File: src/rtl/core/sgrad_pkg.sv
package sgrad_pkg;

  // Default depth of the queue between the front and back parts.
  localparam int unsigned QueueDepth = 2;

  // SGR parameter codes and colour constants.
  localparam logic [7:0] CodeReset     = 8'd0;
  localparam logic [7:0] CodeBoldOn    = 8'd1;
  localparam logic [7:0] CodeFaint     = 8'd2;
  localparam logic [7:0] CodeItalicOn  = 8'd3;
  localparam logic [7:0] CodeUnderOn   = 8'd4;
  localparam logic [7:0] CodeColorSel  = 8'd5;
  localparam logic [7:0] CodeNormal    = 8'd22;
  localparam logic [7:0] CodeItalicOff = 8'd23;
  localparam logic [7:0] CodeUnderOff  = 8'd24;
  localparam logic [7:0] CodeFgBase    = 8'd30;
  localparam logic [7:0] CodeFgLast    = 8'd37;
  localparam logic [7:0] CodeFgExt     = 8'd38;
  localparam logic [7:0] CodeBgDefault = 8'd39;
  localparam logic [7:0] CodeBgBase    = 8'd40;
  localparam logic [7:0] CodeBgLast    = 8'd47;
  localparam logic [7:0] CodeBgExt     = 8'd48;
  localparam logic [7:0] CubeBase      = 8'd16;
  localparam logic [7:0] GreyBase      = 8'd232;
  localparam logic [7:0] CubeStep      = 8'd42;
  localparam logic [7:0] GreyStep      = 8'd10;
  localparam logic [7:0] CubeSide      = 8'd6;
  localparam logic [7:0] CubePlane     = 8'd36;

  typedef enum logic [1:0] {
    KIND_DEFAULT = 2'd0,
    KIND_PALETTE = 2'd1,
    KIND_RGB     = 2'd2
  } kind_e;

  // Plain decode operations.
  typedef enum logic [3:0] {
    OP_NONE,
    OP_RESET,
    OP_BOLD_ON,
    OP_BOLD_OFF,
    OP_ITALIC_ON,
    OP_ITALIC_OFF,
    OP_UNDER_ON,
    OP_UNDER_OFF,
    OP_FG_PAL,
    OP_BG_DEFAULT,
    OP_BG_PAL
  } op_e;

  // Classified request handed from the front part to the back part.
  typedef struct packed {
    op_e         op;
    logic [2:0]  pal;
    logic        fg_ext;
    logic        bg_ext;
    logic        color_sel;
    logic        low;
    logic [23:0] rgb;
  } cmd_t;

  typedef struct packed {
    logic full;
    logic empty;
  } q_stat_t;

  // Full attribute set of one result.
  typedef struct packed {
    logic [1:0]  fg_kind;
    logic [2:0]  fg_index;
    logic [23:0] fg_rgb;
    logic        light_kind;
    logic [2:0]  light_index;
    logic [1:0]  bg_kind;
    logic [2:0]  bg_index;
    logic [23:0] bg_rgb;
    logic        bold_on;
    logic        italic_on;
    logic        underline_on;
  } attr_t;

  // Extended colour number to RGB: cube for 16..231, grey ramp above.
  // Divisions by 36 and 6 go through reciprocal multiplies, exact on 0..215.
  function automatic logic [23:0] colour_of(logic [7:0] c);
    logic [7:0]  t;
    logic [13:0] qm;
    logic [2:0]  q;
    logic [7:0]  rem8;
    logic [5:0]  rem;
    logic [11:0] gm;
    logic [2:0]  g;
    logic [5:0]  b6;
    logic [7:0]  r8;
    logic [7:0]  g8;
    logic [7:0]  b8;
    logic [7:0]  v;
    t    = c - CubeBase;
    qm   = 14'(t) * 14'd57;
    q    = qm[13:11];
    rem8 = t - 8'(8'(q) * CubePlane);
    rem  = rem8[5:0];
    gm   = 12'(rem) * 12'd43;
    g    = gm[10:8];
    b6   = rem - 6'(6'(g) * 6'(CubeSide));
    r8   = 8'(8'(q) * CubeStep);
    g8   = 8'(8'(g) * CubeStep);
    b8   = 8'(8'(b6[2:0]) * CubeStep);
    v    = 8'((c - GreyBase) * GreyStep);
    if (c < GreyBase) begin
      colour_of = {r8, g8, b8};
    end else begin
      colour_of = {v, v, v};
    end
  endfunction

endpackage

File: src/rtl/core/sgrad_if.sv
interface sgrad_code_if;
  logic       valid;
  logic       ready;
  logic [7:0] code;

  modport source (output valid, output code, input ready);
  modport sink (input valid, input code, output ready);
endinterface

interface sgrad_attr_if;
  logic        valid;
  logic        ready;
  logic [1:0]  fg_kind;
  logic [2:0]  fg_index;
  logic [23:0] fg_rgb;
  logic        light_kind;
  logic [2:0]  light_index;
  logic [1:0]  bg_kind;
  logic [2:0]  bg_index;
  logic [23:0] bg_rgb;
  logic        bold_on;
  logic        italic_on;
  logic        underline_on;

  modport source (
    output valid, output fg_kind, output fg_index, output fg_rgb,
    output light_kind, output light_index, output bg_kind, output bg_index,
    output bg_rgb, output bold_on, output italic_on, output underline_on,
    input ready
  );
  modport sink (
    input valid, input fg_kind, input fg_index, input fg_rgb,
    input light_kind, input light_index, input bg_kind, input bg_index,
    input bg_rgb, input bold_on, input italic_on, input underline_on,
    output ready
  );
endinterface

File: src/rtl/core/sgrad_front.sv
module sgrad_front (
  sgrad_code_if.sink         code_i,
  input  sgrad_pkg::q_stat_t q_stat_i,
  output logic               push_o,
  output sgrad_pkg::cmd_t    cmd_o
);

  logic [7:0] c;

  assign c             = code_i.code;
  assign code_i.ready  = !q_stat_i.full;
  assign push_o        = code_i.valid && !q_stat_i.full;

  always_comb begin
    cmd_o.op  = sgrad_pkg::OP_NONE;
    cmd_o.pal = '0;
    if (c == sgrad_pkg::CodeReset) begin
      cmd_o.op = sgrad_pkg::OP_RESET;
    end else if (c == sgrad_pkg::CodeBoldOn) begin
      cmd_o.op = sgrad_pkg::OP_BOLD_ON;
    end else if (c == sgrad_pkg::CodeFaint || c == sgrad_pkg::CodeNormal) begin
      cmd_o.op = sgrad_pkg::OP_BOLD_OFF;
    end else if (c == sgrad_pkg::CodeItalicOn) begin
      cmd_o.op = sgrad_pkg::OP_ITALIC_ON;
    end else if (c == sgrad_pkg::CodeItalicOff) begin
      cmd_o.op = sgrad_pkg::OP_ITALIC_OFF;
    end else if (c == sgrad_pkg::CodeUnderOn) begin
      cmd_o.op = sgrad_pkg::OP_UNDER_ON;
    end else if (c == sgrad_pkg::CodeUnderOff) begin
      cmd_o.op = sgrad_pkg::OP_UNDER_OFF;
    end else if (c >= sgrad_pkg::CodeFgBase && c <= sgrad_pkg::CodeFgLast) begin
      cmd_o.op  = sgrad_pkg::OP_FG_PAL;
      cmd_o.pal = 3'(c - sgrad_pkg::CodeFgBase);
    end else if (c == sgrad_pkg::CodeBgDefault) begin
      cmd_o.op = sgrad_pkg::OP_BG_DEFAULT;
    end else if (c >= sgrad_pkg::CodeBgBase && c <= sgrad_pkg::CodeBgLast) begin
      cmd_o.op  = sgrad_pkg::OP_BG_PAL;
      cmd_o.pal = 3'(c - sgrad_pkg::CodeBgBase);
    end
    cmd_o.fg_ext    = (c == sgrad_pkg::CodeFgExt);
    cmd_o.bg_ext    = (c == sgrad_pkg::CodeBgExt);
    cmd_o.color_sel = (c == sgrad_pkg::CodeColorSel);
    cmd_o.low       = (c < sgrad_pkg::CubeBase);
    cmd_o.rgb       = sgrad_pkg::colour_of(c);
  end

endmodule

File: src/rtl/core/sgrad_queue.sv
module sgrad_queue #(
  parameter int unsigned Depth = sgrad_pkg::QueueDepth
) (
  input  logic               clk_i,
  input  logic               rst_ni,
  input  logic               push_i,
  input  sgrad_pkg::cmd_t    cmd_i,
  input  logic               pop_i,
  output sgrad_pkg::cmd_t    cmd_o,
  output sgrad_pkg::q_stat_t q_stat_o
);

  localparam int unsigned PtrW = (Depth > 1) ? $clog2(Depth) : 1;
  localparam int unsigned CntW = $clog2(Depth + 1);

  sgrad_pkg::cmd_t slot_q [Depth];
  logic [PtrW-1:0] wr_ptr_q, wr_ptr_d;
  logic [PtrW-1:0] rd_ptr_q, rd_ptr_d;
  logic [CntW-1:0] count_q, count_d;

  assign q_stat_o.full  = (count_q == CntW'(Depth));
  assign q_stat_o.empty = (count_q == '0);
  assign cmd_o          = slot_q[rd_ptr_q];

  always_comb begin
    wr_ptr_d = wr_ptr_q;
    rd_ptr_d = rd_ptr_q;
    count_d  = count_q;
    if (push_i) begin
      wr_ptr_d = (wr_ptr_q == PtrW'(Depth - 1)) ? '0 : wr_ptr_q + 1'b1;
    end
    if (pop_i) begin
      rd_ptr_d = (rd_ptr_q == PtrW'(Depth - 1)) ? '0 : rd_ptr_q + 1'b1;
    end
    if (push_i && !pop_i) begin
      count_d = count_q + 1'b1;
    end else if (pop_i && !push_i) begin
      count_d = count_q - 1'b1;
    end
  end

  always_ff @(posedge clk_i or negedge rst_ni) begin
    if (!rst_ni) begin
      wr_ptr_q <= '0;
      rd_ptr_q <= '0;
      count_q  <= '0;
    end else begin
      wr_ptr_q <= wr_ptr_d;
      rd_ptr_q <= rd_ptr_d;
      count_q  <= count_d;
    end
  end

  always_ff @(posedge clk_i) begin
    if (push_i) begin
      slot_q[wr_ptr_q] <= cmd_i;
    end
  end

endmodule

File: src/rtl/core/sgrad_back.sv
module sgrad_back (
  input  logic               clk_i,
  input  logic               rst_ni,
  input  sgrad_pkg::cmd_t    cmd_i,
  input  sgrad_pkg::q_stat_t q_stat_i,
  output logic               pop_o,
  sgrad_attr_if.source       attr_o
);

  logic                ext_q, ext_d;
  logic                fgp_q, fgp_d;
  logic                bgp_q, bgp_d;
  logic                await_q, await_d;
  sgrad_pkg::kind_e    fg_sel_q, fg_sel_d;
  logic [2:0]          fg_pal_q, fg_pal_d;
  logic [23:0]         fg_rgb_q, fg_rgb_d;
  logic                light_sel_q, light_sel_d;
  logic [2:0]          light_pal_q, light_pal_d;
  sgrad_pkg::kind_e    bg_sel_q, bg_sel_d;
  logic [2:0]          bg_pal_q, bg_pal_d;
  logic [23:0]         bg_rgb_q, bg_rgb_d;
  logic                bold_q, bold_d;
  logic                italic_q, italic_d;
  logic                under_q, under_d;
  logic                do_plain;
  logic                ext_now;
  logic                out_valid_q, out_valid_d;
  sgrad_pkg::attr_t    out_d, out_q;

  // Pop whenever the output register is free or being drained.
  assign pop_o = !q_stat_i.empty && (!out_valid_q || attr_o.ready);
  assign ext_now = ext_q || cmd_i.bg_ext;

  always_comb begin
    ext_d       = ext_q;
    fgp_d       = fgp_q;
    bgp_d       = bgp_q;
    await_d     = await_q;
    fg_sel_d    = fg_sel_q;
    fg_pal_d    = fg_pal_q;
    fg_rgb_d    = fg_rgb_q;
    light_sel_d = light_sel_q;
    light_pal_d = light_pal_q;
    bg_sel_d    = bg_sel_q;
    bg_pal_d    = bg_pal_q;
    bg_rgb_d    = bg_rgb_q;
    bold_d      = bold_q;
    italic_d    = italic_q;
    under_d     = under_q;
    do_plain    = 1'b0;

    // Armed colour: serve the foreground request first.
    if (await_q && fgp_q) begin
      fgp_d   = 1'b0;
      await_d = 1'b0;
      ext_d   = 1'b0;
      if (cmd_i.low) begin
        do_plain = 1'b1;
      end else begin
        fg_sel_d = sgrad_pkg::KIND_RGB;
        fg_rgb_d = cmd_i.rgb;
      end
    end else if (await_q && bgp_q) begin
      bgp_d   = 1'b0;
      await_d = 1'b0;
      ext_d   = 1'b0;
      if (cmd_i.low) begin
        do_plain = 1'b1;
      end else begin
        bg_sel_d = sgrad_pkg::KIND_RGB;
        bg_rgb_d = cmd_i.rgb;
      end
    end else if (cmd_i.fg_ext) begin
      ext_d = 1'b1;
      fgp_d = 1'b1;
    end else begin
      if (cmd_i.bg_ext) begin
        ext_d = 1'b1;
        bgp_d = 1'b1;
      end
      if (ext_now && cmd_i.color_sel) begin
        await_d = 1'b1;
      end else begin
        do_plain = 1'b1;
      end
    end

    if (do_plain) begin
      unique case (cmd_i.op)
        sgrad_pkg::OP_RESET: begin
          ext_d       = 1'b0;
          fgp_d       = 1'b0;
          bgp_d       = 1'b0;
          await_d     = 1'b0;
          fg_sel_d    = sgrad_pkg::KIND_DEFAULT;
          fg_pal_d    = '0;
          fg_rgb_d    = '0;
          light_sel_d = 1'b0;
          light_pal_d = '0;
          bg_sel_d    = sgrad_pkg::KIND_DEFAULT;
          bg_pal_d    = '0;
          bg_rgb_d    = '0;
          bold_d      = 1'b0;
          italic_d    = 1'b0;
          under_d     = 1'b0;
        end
        sgrad_pkg::OP_BOLD_ON:     bold_d   = 1'b1;
        sgrad_pkg::OP_BOLD_OFF:    bold_d   = 1'b0;
        sgrad_pkg::OP_ITALIC_ON:   italic_d = 1'b1;
        sgrad_pkg::OP_ITALIC_OFF:  italic_d = 1'b0;
        sgrad_pkg::OP_UNDER_ON:    under_d  = 1'b1;
        sgrad_pkg::OP_UNDER_OFF:   under_d  = 1'b0;
        sgrad_pkg::OP_FG_PAL: begin
          fg_sel_d    = sgrad_pkg::KIND_PALETTE;
          fg_pal_d    = cmd_i.pal;
          light_sel_d = 1'b1;
          light_pal_d = cmd_i.pal;
        end
        sgrad_pkg::OP_BG_DEFAULT:  bg_sel_d = sgrad_pkg::KIND_DEFAULT;
        sgrad_pkg::OP_BG_PAL: begin
          bg_sel_d = sgrad_pkg::KIND_PALETTE;
          bg_pal_d = cmd_i.pal;
        end
        default: ;
      endcase
    end
  end

  // Result fields show palette and rgb values only for the matching kind.
  always_comb begin
    out_d.fg_kind      = fg_sel_d;
    out_d.fg_index     = (fg_sel_d == sgrad_pkg::KIND_PALETTE) ? fg_pal_d : '0;
    out_d.fg_rgb       = (fg_sel_d == sgrad_pkg::KIND_RGB) ? fg_rgb_d : '0;
    out_d.light_kind   = light_sel_d;
    out_d.light_index  = light_sel_d ? light_pal_d : '0;
    out_d.bg_kind      = bg_sel_d;
    out_d.bg_index     = (bg_sel_d == sgrad_pkg::KIND_PALETTE) ? bg_pal_d : '0;
    out_d.bg_rgb       = (bg_sel_d == sgrad_pkg::KIND_RGB) ? bg_rgb_d : '0;
    out_d.bold_on      = bold_d;
    out_d.italic_on    = italic_d;
    out_d.underline_on = under_d;
  end

  always_comb begin
    if (pop_o) begin
      out_valid_d = 1'b1;
    end else if (attr_o.ready) begin
      out_valid_d = 1'b0;
    end else begin
      out_valid_d = out_valid_q;
    end
  end

  always_ff @(posedge clk_i or negedge rst_ni) begin
    if (!rst_ni) begin
      ext_q       <= 1'b0;
      fgp_q       <= 1'b0;
      bgp_q       <= 1'b0;
      await_q     <= 1'b0;
      fg_sel_q    <= sgrad_pkg::KIND_DEFAULT;
      fg_pal_q    <= '0;
      fg_rgb_q    <= '0;
      light_sel_q <= 1'b0;
      light_pal_q <= '0;
      bg_sel_q    <= sgrad_pkg::KIND_DEFAULT;
      bg_pal_q    <= '0;
      bg_rgb_q    <= '0;
      bold_q      <= 1'b0;
      italic_q    <= 1'b0;
      under_q     <= 1'b0;
      out_valid_q <= 1'b0;
    end else begin
      out_valid_q <= out_valid_d;
      if (pop_o) begin
        ext_q       <= ext_d;
        fgp_q       <= fgp_d;
        bgp_q       <= bgp_d;
        await_q     <= await_d;
        fg_sel_q    <= fg_sel_d;
        fg_pal_q    <= fg_pal_d;
        fg_rgb_q    <= fg_rgb_d;
        light_sel_q <= light_sel_d;
        light_pal_q <= light_pal_d;
        bg_sel_q    <= bg_sel_d;
        bg_pal_q    <= bg_pal_d;
        bg_rgb_q    <= bg_rgb_d;
        bold_q      <= bold_d;
        italic_q    <= italic_d;
        under_q     <= under_d;
      end
    end
  end

  always_ff @(posedge clk_i) begin
    if (pop_o) begin
      out_q <= out_d;
    end
  end

  assign attr_o.valid        = out_valid_q;
  assign attr_o.fg_kind      = out_q.fg_kind;
  assign attr_o.fg_index     = out_q.fg_index;
  assign attr_o.fg_rgb       = out_q.fg_rgb;
  assign attr_o.light_kind   = out_q.light_kind;
  assign attr_o.light_index  = out_q.light_index;
  assign attr_o.bg_kind      = out_q.bg_kind;
  assign attr_o.bg_index     = out_q.bg_index;
  assign attr_o.bg_rgb       = out_q.bg_rgb;
  assign attr_o.bold_on      = out_q.bold_on;
  assign attr_o.italic_on    = out_q.italic_on;
  assign attr_o.underline_on = out_q.underline_on;

endmodule

File: src/rtl/core/sgr_attribute_decoder_top.sv
// Channel   Dir  Payload                                          Accepted when
// code_i    in   code[7:0]                                        valid && ready
// attr_o    out  fg/light/bg kind, index, rgb; bold/italic/under  valid && ready
//
// One code per cycle sustained while attr_o keeps up. The front classifies a
// code and writes it into the queue at its accepting edge; the back applies it
// and loads the output register when it pops the head, which waits while a
// result is held on attr_o. The queue (QueueDepth entries) lets the front
// keep taking codes while a finished result waits on attr_o; once it is full,
// input stalls until the head drains. Reset clears all attributes, the
// extended-colour flags, the queue and the output valid.
module sgr_attribute_decoder_top #(
  parameter int unsigned QueueDepth = sgrad_pkg::QueueDepth
) (
  input  logic         clk_i,
  input  logic         rst_ni,
  sgrad_code_if.sink   code_i,
  sgrad_attr_if.source attr_o
);

  sgrad_pkg::q_stat_t q_stat;
  sgrad_pkg::cmd_t    push_cmd;
  sgrad_pkg::cmd_t    head_cmd;
  logic               push;
  logic               pop;

  // Front: take a request and classify the code; the cube and grey colour is
  // resolved here so the back part only selects.
  sgrad_front u_front (
    .code_i   (code_i),
    .q_stat_i (q_stat),
    .push_o   (push),
    .cmd_o    (push_cmd)
  );

  // Short queue between front and back; each side stalls on its own.
  sgrad_queue #(
    .Depth (QueueDepth)
  ) u_queue (
    .clk_i    (clk_i),
    .rst_ni   (rst_ni),
    .push_i   (push),
    .cmd_i    (push_cmd),
    .pop_i    (pop),
    .cmd_o    (head_cmd),
    .q_stat_o (q_stat)
  );

  // Back: apply the request to the attribute state and register the result.
  sgrad_back u_back (
    .clk_i    (clk_i),
    .rst_ni   (rst_ni),
    .cmd_i    (head_cmd),
    .q_stat_i (q_stat),
    .pop_o    (pop),
    .attr_o   (attr_o)
  );

  // A direct foreground colour never carries a palette index.
  assert property (@(posedge clk_i) disable iff (!rst_ni)
    attr_o.valid && attr_o.fg_kind == sgrad_pkg::KIND_RGB |-> attr_o.fg_index == 3'd0)
  else $error("fg palette index leaks into direct colour result");

  // A background that is not direct (palette or default) never carries a direct colour.
  assert property (@(posedge clk_i) disable iff (!rst_ni)
    attr_o.valid && attr_o.bg_kind != sgrad_pkg::KIND_RGB |-> attr_o.bg_rgb == 24'd0)
  else $error("bg rgb leaks into non-direct result");

  // A request taken into an empty queue with a free output passes the queue
  // slot and the output register with no stall.
  assert property (@(posedge clk_i) disable iff (!rst_ni)
    push && q_stat.empty && (!attr_o.valid || attr_o.ready) |-> ##2 attr_o.valid)
  else $error("request lost between queue and output register");

  // The queue is never full and empty at once.
  assert property (@(posedge clk_i) disable iff (!rst_ni)
    !(q_stat.full && q_stat.empty))
  else $error("queue status inconsistent");

endmodule

File: src/flat_wrapper.sv
// flat-port wrapper written by rule: the top's interface ports become plain ports
module sgr_attribute_decoder_top_flat 
#(
  parameter int unsigned QueueDepth = sgrad_pkg::QueueDepth
)
  (clk_i, rst_ni, code_i_valid, code_i_code, code_i_ready, attr_o_valid, attr_o_fg_kind, attr_o_fg_index, attr_o_fg_rgb, attr_o_light_kind, attr_o_light_index, attr_o_bg_kind, attr_o_bg_index, attr_o_bg_rgb, attr_o_bold_on, attr_o_italic_on, attr_o_underline_on, attr_o_ready);
  sgrad_code_if code_i_i ();
  sgrad_attr_if attr_o_i ();
  input  logic clk_i;
  input  logic rst_ni;
  input wire logic [$bits(code_i_i.valid)-1:0] code_i_valid;
  input wire logic [$bits(code_i_i.code)-1:0] code_i_code;
  output wire logic [$bits(code_i_i.ready)-1:0] code_i_ready;
  output wire logic [$bits(attr_o_i.valid)-1:0] attr_o_valid;
  output wire logic [$bits(attr_o_i.fg_kind)-1:0] attr_o_fg_kind;
  output wire logic [$bits(attr_o_i.fg_index)-1:0] attr_o_fg_index;
  output wire logic [$bits(attr_o_i.fg_rgb)-1:0] attr_o_fg_rgb;
  output wire logic [$bits(attr_o_i.light_kind)-1:0] attr_o_light_kind;
  output wire logic [$bits(attr_o_i.light_index)-1:0] attr_o_light_index;
  output wire logic [$bits(attr_o_i.bg_kind)-1:0] attr_o_bg_kind;
  output wire logic [$bits(attr_o_i.bg_index)-1:0] attr_o_bg_index;
  output wire logic [$bits(attr_o_i.bg_rgb)-1:0] attr_o_bg_rgb;
  output wire logic [$bits(attr_o_i.bold_on)-1:0] attr_o_bold_on;
  output wire logic [$bits(attr_o_i.italic_on)-1:0] attr_o_italic_on;
  output wire logic [$bits(attr_o_i.underline_on)-1:0] attr_o_underline_on;
  input wire logic [$bits(attr_o_i.ready)-1:0] attr_o_ready;
  assign code_i_i.valid = code_i_valid;
  assign code_i_i.code = code_i_code;
  assign code_i_ready = code_i_i.ready;
  assign attr_o_valid = attr_o_i.valid;
  assign attr_o_fg_kind = attr_o_i.fg_kind;
  assign attr_o_fg_index = attr_o_i.fg_index;
  assign attr_o_fg_rgb = attr_o_i.fg_rgb;
  assign attr_o_light_kind = attr_o_i.light_kind;
  assign attr_o_light_index = attr_o_i.light_index;
  assign attr_o_bg_kind = attr_o_i.bg_kind;
  assign attr_o_bg_index = attr_o_i.bg_index;
  assign attr_o_bg_rgb = attr_o_i.bg_rgb;
  assign attr_o_bold_on = attr_o_i.bold_on;
  assign attr_o_italic_on = attr_o_i.italic_on;
  assign attr_o_underline_on = attr_o_i.underline_on;
  assign attr_o_i.ready = attr_o_ready;
  sgr_attribute_decoder_top #(.QueueDepth(QueueDepth)) u_core (.clk_i(clk_i), .rst_ni(rst_ni), .code_i(code_i_i), .attr_o(attr_o_i));
endmodule
File: config.mk
export PLATFORM = sky130hd
export DESIGN_NAME = sgr_attribute_decoder_top_flat
export DESIGN_NICKNAME = d
export VERILOG_FILES = /design/src/rtl/core/sgrad_pkg.sv /design/src/rtl/core/sgrad_if.sv /design/src/rtl/core/sgrad_front.sv /design/src/rtl/core/sgrad_queue.sv /design/src/rtl/core/sgrad_back.sv /design/src/rtl/core/sgr_attribute_decoder_top.sv /design/src/flat_wrapper.sv
export SDC_FILE = /design/constraint.sdc
export NUM_CORES = 1
export LEC_CHECK = 0
export BUFFER_PORTS_ARGS = -buffer_cell sky130_fd_sc_hd__buf_2
export CAP_MARGIN = 20
export CORE_MARGIN = 5
export CORE_UTILIZATION = 54
export DETAILED_ROUTE_END_ITERATION = 6
export PLACE_DENSITY = 0.73
export RECOVER_POWER = 25
export SYNTH_ARGS = -nofsm -noshare
export SYNTH_HDL_FRONTEND = slang
export SYNTH_SLANG_ARGS = --single-unit
File: constraint.sdc
create_clock -name clk_i -period 4.25 [get_ports clk_i]
set_input_delay 0 -clock clk_i [delete_from_list [all_inputs] [get_ports clk_i]]
set_output_delay 0 -clock clk_i [all_outputs]
set_load 0.02 [all_outputs]
==> summary.txt, run 1 <==
Yosys
  • Total of warnings raised by yosys: 0
  • Sequential area share after synthesis: 54.0%
  • Synth Flop Type: edfxtp_1
  • Mapped cell area: roughly 11000 sq um
  • Mapped Cells: 916
  • EDFF count, synth: 129
  • Flops & latches, synth: slightly above 200
  • Area contributors post-synth: edfxtp_1 (37%), dfrtp_1 (17%), ha_1 (9.6%)
  • Synth area leader: edfxtp_1
  • Syn Nets: 1019
  • Top-area cell type share of the netlist area: ~37%
  • Post-synth ARST share: between 30% and 40%
  • Synthesized area per cell: approximately 12 sq um
  • Post-synth cell types: 69

CTS
  • TritonCTS buffer count: 19
  • H-tree depth: 1
  • Max Buffers Root-to-Sink: 3
  • Clock sink count: roughly 200
  • Clock slew at reported path FFs: approximately 0.060 ns
  • Clock root cell: clkbuf_16
  • CTS tree: done
  • Worst skew pair latency: roughly 0.48 ns

STA
  • Slew headroom: -26.2%
  • Final Hold Viols: 0
  • Fin crit share: 160%
  • Hold_ws: approximately 0.12 ns
  • FMAX: 0.147 GHz
  • Fin crit period: approximately 6.8 ns
  • RSZ-0062 raised after global routing: yes
  • Worst setup margin: -2.55 ns
  • Final TNS setup: -52.95 ns
  • Skew final: about 0.011 ns
  • Slew Viols, Final: 75
  • Slew @ Worst Pin: approximately 1.9 ns
  • Final setup vio count: 26

Setup path
  • Required @ worst endpoint: roughly 4.5 ns
  • Reg2Reg Depth: 8
  • Worst Setup End Kind: flop
  • CP max stage cell: fa_1
  • Most common cell on crit path: ha_4
  • Critical path class: in -> reg
  • Critical path fanouts, max: 4
  • CP arrival: between 7 and 8 ns
  • Worst R2R Setup Slack: around 1.1 ns
  • Crit path launch type: primary input
  • CP peak stage delay: 0.56 ns

Floorplanning
  • Initial Util: 54.7%
  • Num ports: 79
  • Die area: roughly 23000 sq um
  • Core footprint: between 15000 and 20000 sq um
  • FP Rows: 51
  • Die Width: about 150 microns
  • Die span in y: approximately 150 microns

Cells and area
  • ANT cells: 0
  • Post-route cell area: 13000 sq um
  • Final std cells w/o fill: 1349
  • Area growth from synthesis to layout: 22.4%
  • Fin nets: around 1.2k
  • Number of fill cells: 1472
  • Share of cells above drive strength 1: a little under a quarter

Global route
  • First-pass GRT wire length: 36.5 mm
  • Largest net degree at the start of global routing: 75
  • Gr ovfl total: 0
  • Initial antenna violation count: 0
  • Total global-route track usage: between 10% and 20%
  • Vias in the first global route: 7363

Placement
  • Port bufs: 78
  • Dpl cells: roughly 1.3k
  • Hpwl dp: around 15 mm
  • Post-Place Cell Area: about 12000 sq um
  • RePlAce Congestion: 0.878

Routing
  • Number of vias per cell: ~5.5
  • Via Count: 7407
  • Drt wl/cell: approximately 16 microns
  • Post-route ant nets: 0
  • DRT Pass-1 Iters: 5
  • Wirelength, routed: 21.7 mm
  • Starting DRT DRC Count: 465
  • # DRC: 0

Run status
  • Failing checks: max-capacitance violations, max-slew violations, negative setup slack
  • Status: finished with violations

Worst hold path
  • Hold depth: 4
  • Min-delay worst type: in -> reg

Job
  • Maxcap violations: 1
[critical path: cells and delay by family]
family	cells	cell delay [ns]
AO/OA/AOI/OAI	5	1.17
XOR/XNOR	6	1.10
buffers and inverters	6	0.40
adder cells (fa/ha/maj)	12	3.73
AND/OR/NAND/NOR	5	0.59
[routing by layer]
metal	up-vias	wire [microns]	global-route usage (%)
met4	0	475	5.58
met1	3537	9420	27.4
met3	40	1110	2.50
li1	3622	-	-
met2	208	10700	33.6
met5	-	0	0
[state kept, by name, indices dropped and copies added, names as in the netlist, 2 cells and up]
name	count
u_core.u_queue.slot_q	64
u_core.u_back.attr_o.bg_rgb	24
u_core.u_back.fg_sel_q	2
u_core.u_queue.count_q	2
u_core.u_back.bg_sel_q	2
u_core.u_back.fg_pal_q	3
u_core.u_back.attr_o.bg_kind	2
u_core.u_back.attr_o.light_index	3
u_core.u_back.light_pal_q	3
u_core.u_back.bg_pal_q	3
u_core.u_back.attr_o.fg_index	3
u_core.u_back.fg_rgb_q	24
u_core.u_back.attr_o.fg_kind	2
u_core.u_back.attr_o.fg_rgb	24
u_core.u_back.bg_rgb_q	24
u_core.u_back.attr_o.bg_index	3
[Yosys cell counts, types with 2 or more instances]
cell type and n:
fa_1 10, nor3_1 6, and3_1 6, a31oi_1 5, nor3b_1 5, nand2_1 133, ha_1 81, and2_1 14
or2_1 2, nand4_1 4, a211o_1 2, nand3_1 17, a2111oi_4 2, nand2b_1 6, nor2_2 2, edfxtp_1 129
clkbuf_1 26, o31ai_1 3, a211oi_1 46, nor2b_1 3, mux2_2 9, buf_6 2, buf_1 2, o21a_1 4
nor2_1 72, xnor3_1 6, and4_1 3, buf_2 3, a2111o_1 2, xor2_1 6, a22oi_1 7, a21oi_1 27
o21ai_1 5, o21ai_0 63, o211ai_1 2, inv_1 39, dfrtp_1 74, or3_1 2, xnor2_1 24, a21o_1 6
or2_2 3, mux2i_1 26
[timing repair]
action	4_1_cts	5_1_grt
setup buffers	9	3
resized for setup	37	14
endpoints found under the hold margin	76	0
endpoints found under the setup margin	26	26
pin swaps	32	17
hold buffers	3	0
[cells by family after synthesis]
kind of cell | share of synthesized area [%]
xor+xnor | 3.98
fa+ha+maj | 11.4
compound gates | 12.1
buf+inv | 2.80
flops | 54.0
simple gates | 12.1
mux | 3.54
[path summary, 6_finish.rpt]
path / start / endpoint
max: code_i_code[3] / u_core.u_queue.slot_q[1][6]$_DFFE_PP_
min: code_i_code[2] / u_core.u_queue.slot_q[1][30]$_DFFE_PP_
max reg2reg: u_core.u_queue.rd_ptr_q$_DFFE_PN0P_ / u_core.u_back.attr_o.bg_rgb[22]$_SDFFCE_PP0P_
min reg2reg: u_core.u_back.fg_rgb_q[8]$_DFFE_PN0P_ / u_core.u_back.fg_rgb_q[8]$_DFFE_PN0P_
max in group asynchronous: rst_ni / u_core.u_queue.rd_ptr_q$_DFFE_PN0P_
min in group asynchronous: rst_ni / u_core.u_back.fg_rgb_q[18]$_DFFE_PN0P_
[stage by stage]
stage | util (%) | setup WS (ns)
after global routing | 66.9 | -2.87
after CTS | 66.8 | -2.51
after global placement | 62.4 | -2.94
after floorplan | - | -2.81
final | 66.9 | -2.55
after detailed placement | 62.4 | -3.24
[cell type report]
class / count / area (sq um) / area share (%)
clock buffers: 26 / 512 / 3.94
inverters: 39 / 160 / 1.23
clock inverters: 7 / 36.3 / 0.279
well taps: 265 / 332 / 2.55
flip-flops and latches: 203 / 5730 / 44.1
repair buffers: 169 / 1040 / 7.98
multi-input cells: 640 / 5180 / 39.9
[cell usage in the layout (no fill, tap or decap), drive strengths merged, types with 9 or more instances in the layout]
| cell type | instances |
|---|---|
| a211oi | 46 |
| a21oi | 28 |
| and2 | 14 |
| buf | 115 |
| clkbuf | 77 |
| dfrtp | 74 |
| edfxtp | 129 |
| fa | 10 |
| ha | 81 |
| inv | 38 |
| mux2 | 9 |
| mux2i | 27 |
| nand2 | 133 |
| nand3 | 17 |
| nor2 | 74 |
| o21ai | 68 |
| xnor2 | 24 |
Power of run 1 is left out: the tool's default activity adds up to more than one toggle a clock period on the data nets, which glitch-free logic cannot reach.
==> run 2, diff against run 1 <==
--- a/config.mk
+++ b/config.mk
@@ -11,7 +11,7 @@
 export CORE_UTILIZATION = 54
 export DETAILED_ROUTE_END_ITERATION = 6
 export PLACE_DENSITY = 0.73
-export RECOVER_POWER = 25
+export RECOVER_POWER = 50
 export SYNTH_ARGS = -nofsm -noshare
 export SYNTH_HDL_FRONTEND = slang
 export SYNTH_SLANG_ARGS = --single-unit
==> summary.txt, run 2 (synthesized netlist as in run 1, its figures left out) <==
Setup path
  • CP max stage cell: fa_1
  • Critical path class: in -> reg
  • Critical path fanouts, max: 4 (unchanged)
  • CP arrival: 7.01 ns (about the same)
  • Top Family by Delay on Critical Path: adder cells
  • Critical Path Stages: 34 (unchanged)
  • Worst Setup End Kind: flop
  • Required @ worst endpoint: 4.46 ns (about the same)
  • WP buf/inv: 6 (unchanged)
  • Most common cell on crit path: ha_4
  • Crit path launch type: primary input
  • Reg2Reg Depth: 6 (-2)
  • CP peak stage delay: 0.56 ns (about the same)

Cells and area
  • Commonest cells after routing, fill and taps aside: edfxtp_1 (129), nand2_1 (127), clkbuf_1 (80)
  • Number of fill cells: 1485 (+0.88%)
  • Fin util: 66.7% (-0.20 points)
  • Share of cells above drive strength 1: 20.8% (-2.3 points)
  • Most common cell after layout, fill and taps aside: edfxtp_1
  • ANT cells: 0 (unchanged)
  • Fin nets: 1175 (unchanged)
  • Final std cells w/o fill: 1349 (unchanged)
  • Max FFs per register: 64 (unchanged)
  • Largest register by flop count: u_core.u_queue.slot_q
  • Area growth from synthesis to layout: 22.1%

STA
  • FMAX: 0.147 GHz (about the same)
  • Final TNS setup: -52.98 ns (-0.0373 ns)
  • Final setup vio count: 26 (unchanged)
  • Worst setup margin: -2.55 ns (-0.00285 ns)
  • Fin crit share: 160% (about the same)
  • Final Hold Viols: 0 (unchanged)
  • Fin crit period: 6.80 ns (+0.00285 ns)
  • RSZ-0062 raised after global routing: yes
  • Slew @ Worst Pin: 1.88 ns (-0.0124 ns)
  • Skew final: 0.0125 ns (+0.00182 ns)
  • Slew headroom: -25.3% (+0.83 points)
  • Slew Viols, Final: 163 (+120%)

CTS
  • Max Buffers Root-to-Sink: 3 (unchanged)
  • Worst skew pair latency: 0.48 ns (about the same)
  • Clock root cell: clkbuf_16
  • H-tree depth: 1 (unchanged)
  • TritonCTS buffer count: 19 (unchanged)
  • CTS tree: done
  • Clock slew at reported path FFs: 0.06 ns (about the same)
  • Clock sink count: 203 (unchanged)

Placement
  • Port bufs: 78 (unchanged)
  • Dpl cells: 1302 (unchanged)
  • RePlAce Congestion: 0.878 (unchanged)
  • DP Worst Slack: -3.24 ns (unchanged)
  • Hpwl dp: 15.3 mm (unchanged)

Job
  • Maxcap violations: 4 (+3)

Routing
  • # DRC: 0 (unchanged)
  • Post-route ant nets: 0 (unchanged)
  • Number of vias per cell: 5.50 (about the same)
  • DRT Pass-1 Iters: 5 (unchanged)
  • Starting DRT DRC Count: 442 (-4.9%)
  • Drt wl/cell: 16.1 microns (+0.39%)
  • Wirelength, routed: 21.8 mm (+0.39%)
  • Via Count: 7414 (+0.095%)

Global route
  • Vias in the first global route: 7363 (unchanged)
  • Gr ovfl total: 0 (unchanged)
  • Initial antenna violation count: 0 (unchanged)
  • Largest net degree at the start of global routing: 75 (unchanged)
  • First-pass GRT wire length: 36.5 mm (unchanged)
  • Total global-route track usage: 19.9% (unchanged)

Run status
  • Failing checks: max-capacitance violations, max-slew violations, negative setup slack
  • Status: finished with violations

Floorplanning
  • Initial Util: 54.7% (unchanged)
  • FP Rows: 51 (unchanged)
  • Die span in y: 150 microns (unchanged)
  • Die Width: 150 microns (unchanged)
  • Num ports: 79 (unchanged)
  • Core footprint: 19400 sq um (unchanged)
  • Die area: 22500 sq um (unchanged)

Worst hold path
  • Min-delay worst type: in -> reg
  • Hold depth: 4 (unchanged)
[run 2: timing repair]
action	4_1_cts	5_1_grt
pin swaps	32	17
hold buffers	3	0
setup buffers	9	3
endpoints found under the setup margin	26	26
gates resized for setup	37	14
hold endpoints to repair	76	0
[run 2: cell type report]
type                            count  area (sq um)  area share (%)
Sequential cell                   203          5730            44.2
Multi-Input combinational cell    640          5180            40.0
Timing Repair Buffer              169           997            7.70
Clock buffer                       26           512            3.95
Tap cell                          265           332            2.56
Inverter                           39           160            1.24
Clock inverter                      7          36.3           0.280
[run 2: worst register-to-register path: stages, from the launching register on]
cell and delay (ns):
dfrtp_2 0.64, mux2i_2 0.41, o2111ai_2 0.30, a2111oi_4 0.75, nor2_1 0.12, nand2_1 0.54
o21ai_0 0.25
[run 2: path summary, 6_finish.rpt]
kind,startpoint,endpoint,slack [ns]
worst max register to register,u_core.u_queue.rd_ptr_q$_DFFE_PN0P_,u_core.u_back.bg_rgb_q[6]$_DFFE_PN0P_,1.08
min in group asynchronous,rst_ni,u_core.u_back.fg_rgb_q[18]$_DFFE_PN0P_,0.56
max in group asynchronous,rst_ni,u_core.u_queue.rd_ptr_q$_DFFE_PN0P_,2.42
worst max-delay path,code_i_code[3],u_core.u_queue.slot_q[1][6]$_DFFE_PP_,-2.55
worst min register to register,u_core.u_back.fg_rgb_q[8]$_DFFE_PN0P_,u_core.u_back.fg_rgb_q[8]$_DFFE_PN0P_,0.48
worst min-delay path,code_i_code[2],u_core.u_queue.slot_q[1][30]$_DFFE_PP_,0.12
[run 2: metrics by stage]
step / hold slack, ns / cell area (sq um)
floorplan: -0.296 / 11000
global placement: 0.197 / 12100
detailed placement: 0.194 / 12100
CTS: 0.0803 / 13000
global route: 0.135 / 12900
finish: 0.117 / 12900
[run 2: metal layers]
layer | share of wire, % | up-vias | track usage (%)
met5 | 0 | - | 0
met4 | 2.3 | 0 | 5.58
met3 | 4.3 | 39 | 2.50
met2 | 49 | 189 | 33.6
met1 | 44 | 3561 | 27.4
li1 | - | 3625 | -
Power of run 2 is left out for the same reason.
==> run 3, diff against run 2 <==
==> constraint.sdc (replaced) <==
create_clock -name clk_i -period 7.4 [get_ports clk_i]
set_input_delay 0 -clock clk_i [delete_from_list [all_inputs] [get_ports clk_i]]
set_output_delay 0 -clock clk_i [all_outputs]
set_load 0.02 [all_outputs]
==> summary.txt, run 3 (synthesized netlist as in run 1, its figures left out) <==
STA
  • Fin crit period: 7.10 ns
  • Slew @ Worst Pin: 3.88 ns (+2.00 ns)
  • Slew Viols, Final: 243 (+49%)
  • Skew final: 0.00758 ns (-0.00488 ns)
  • Fin crit share: a little over nine tenths
  • FMAX: about 0.14 GHz
  • Slew headroom: -159% (-130 points)
  • Final setup vio count: 0 (-100%)
  • Final Hold Viols: 0 (unchanged)

Global route
  • Gr ovfl total: 0 (unchanged)
  • Initial antenna violation count: 0 (unchanged)
  • Total global-route track usage: 18.7% (-1.2 points)
  • First-pass GRT wire length: 34.3 mm (-5.9%)
  • Vias in the first global route: 6952 (-5.6%)
  • Largest net degree at the start of global routing: 79 (+5.3%)

Placement
  • Port bufs: 78 (unchanged)
  • Hpwl dp: 14.6 mm (-4.7%)
  • RePlAce Congestion: 0.871 (-0.76%)
  • Post-Place Cell Area: 11700 sq um (-3.3%)
  • Dpl cells: 1275 (-2.1%)

Routing
  • Drt wl/cell: 15.8 microns (-2.1%)
  • Max Used Layer: met4
  • Post-route ant nets: 0 (unchanged)
  • Wirelength, routed: 20.8 mm (-4.6%)
  • WL met2: 9.91 mm (-7.7%)
  • Via Count: 7231 (-2.5%)
  • Starting DRT DRC Count: 489 (+11%)
  • Met3 Wirelength: 1.03 mm (+9.4%)
  • DRT met1 WL: 9.47 mm (-1.4%)
  • # DRC: 0 (unchanged)
  • DRT Pass-1 Iters: 5 (unchanged)
  • Number of vias per cell: 5.50 (+0.13%)

Worst hold path
  • Min-delay worst type: in -> reg
  • Hold depth: 4 (unchanged)
  • Min-Delay Endpoint: u_core.u_queue.slot_q[0][30]$_DFFE_PP_
  • Hold Crit Start: code_i_code[2]

CTS
  • CTS tree: done
  • Clock sink count: 203 (unchanged)
  • Max Buffers Root-to-Sink: 3 (unchanged)
  • Worst skew pair latency: 0.48 ns (about the same)
  • TritonCTS buffer count: 19 (unchanged)
  • Clock root cell: clkbuf_16
  • H-tree depth: 1 (unchanged)
  • Clock slew at reported path FFs: 0.06 ns (about the same)

Floorplanning
  • Die area: 22500 sq um (unchanged)
  • Core footprint: 19400 sq um (unchanged)
  • FP Rows: 51 (unchanged)
  • Die span in y: 150 microns (unchanged)
  • Die Width: 150 microns (unchanged)
  • Initial Util: 54.7% (unchanged)
  • Num ports: 79 (unchanged)

Setup path
  • Critical path fanouts, max: 4 (unchanged)
  • WP buf/inv: 6 (unchanged)
  • Crit path launch type: primary input
  • Worst Setup End Kind: flop
  • CP arrival: 7.31 ns (+0.30 ns)
  • Most common cell on crit path: ha_1
  • RR Endpoint: u_core.u_back.light_pal_q[2]$_DFFE_PN0P_
  • CP max stage cell: fa_1
  • Reg2reg start: u_core.u_back.attr_o.valid$_DFFE_PN0P_
  • Reg2Reg Depth: 8 (+2)
  • Top Family by Delay on Critical Path: adder cells
  • Critical path class: in -> reg
  • CP peak stage delay: 0.54 ns (-0.02 ns)
  • Required @ worst endpoint: 7.61 ns (+3.15 ns)
  • Worst R2R Setup Slack: 1.76 ns (+0.68 ns)

Cells and area
  • Most common cell after layout, fill and taps aside: nand2_1
  • ANT cells: 0 (unchanged)
  • Number of fill cells: 1587 (+6.9%)
  • Max FFs per register: 64 (unchanged)
  • Fin util: 63.7% (-3.0 points)
  • Area growth from synthesis to layout: 16.5%
  • Commonest cells after routing, fill and taps aside: nand2_1 (133), edfxtp_1 (129), clkbuf_1 (78)
  • Fin nets: 1139 (-3.1%)
  • Share of cells above drive strength 1: 13.6% (-7.2 points)
  • Final std cells w/o fill: 1314 (-2.6%)
  • Largest register by flop count: u_core.u_queue.slot_q
  • Post-route cell area: 12400 sq um (-4.6%)

Run status
  • Status: finished with violations
  • Failing checks: max-capacitance violations, max-slew violations

Job
  • Maxcap violations: 5 (+1)
==> run 3: worst max path at each step <==
stage,from,endpoint,cells after the start
after global placement,code_i_code[2],u_core.u_queue.slot_q[1][6]$_DFFE_PP_,35
final,code_i_code[2],u_core.u_queue.slot_q[0][6]$_DFFE_PP_,35
after CTS,code_i_code[0],u_core.u_queue.slot_q[0][15]$_DFFE_PP_,32
after global routing,code_i_code[2],u_core.u_queue.slot_q[1][6]$_DFFE_PP_,35
after detailed placement,code_i_code[3],u_core.u_queue.slot_q[1][6]$_DFFE_PP_,35
after floorplan,code_i_code[4],u_core.u_queue.slot_q[0][6]$_DFFE_PP_,36
==> run 3: routing by layer <==
layer / up-vias / global-route usage [%]
met3: 27 / 1.96
met5: - / 0
met2: 208 / 31.6
li1: 3547 / -
met1: 3449 / 26.2
met4: 0 / 4.62
==> run 3: cell type report <==
class / instances / area (sq um) / area share [%]
flip-flops and latches: 203 / 5730 / 46.4
multi-input cells: 640 / 4760 / 38.5
repair buffers: 133 / 716 / 5.79
clock buffers: 25 / 518 / 4.19
well taps: 265 / 332 / 2.68
inverters: 39 / 153 / 1.24
clock inverters: 9 / 149 / 1.21
==> run 3: timing repair <==
action,4_1_cts,5_1_grt
setup endpoints to repair,0,12
setup buffers,0,1
hold buffers,5,0
resized for setup,0,13
endpoints found under the hold margin,80,0
==> run 3: stage by stage <==
stage	setup TNS [ns]	worst slack [ns]	hold slack (ns)
2_1_floorplan	0	0.00796	-0.296
3_3_place_gp	0	0.0255	-0.113
3_5_place_dp	-1.37	-0.209	-0.110
4_1_cts	0	0.0927	0.107
5_1_grt	-0.106	-0.0291	0.143
6_report	0	0.304	0.137
==> run 3: worst reg2reg max path: stages (launching register included) <==
cell      delay [ns]
dfrtp_1         0.38
nand2b_1        0.09
o21ai_0         0.09
clkbuf_1        0.38
inv_1           0.31
clkbuf_1        2.75
o21ai_0         1.15
nand2_1         0.29
nand2_1         0.08
Power of run 3 is left out for the same reason.
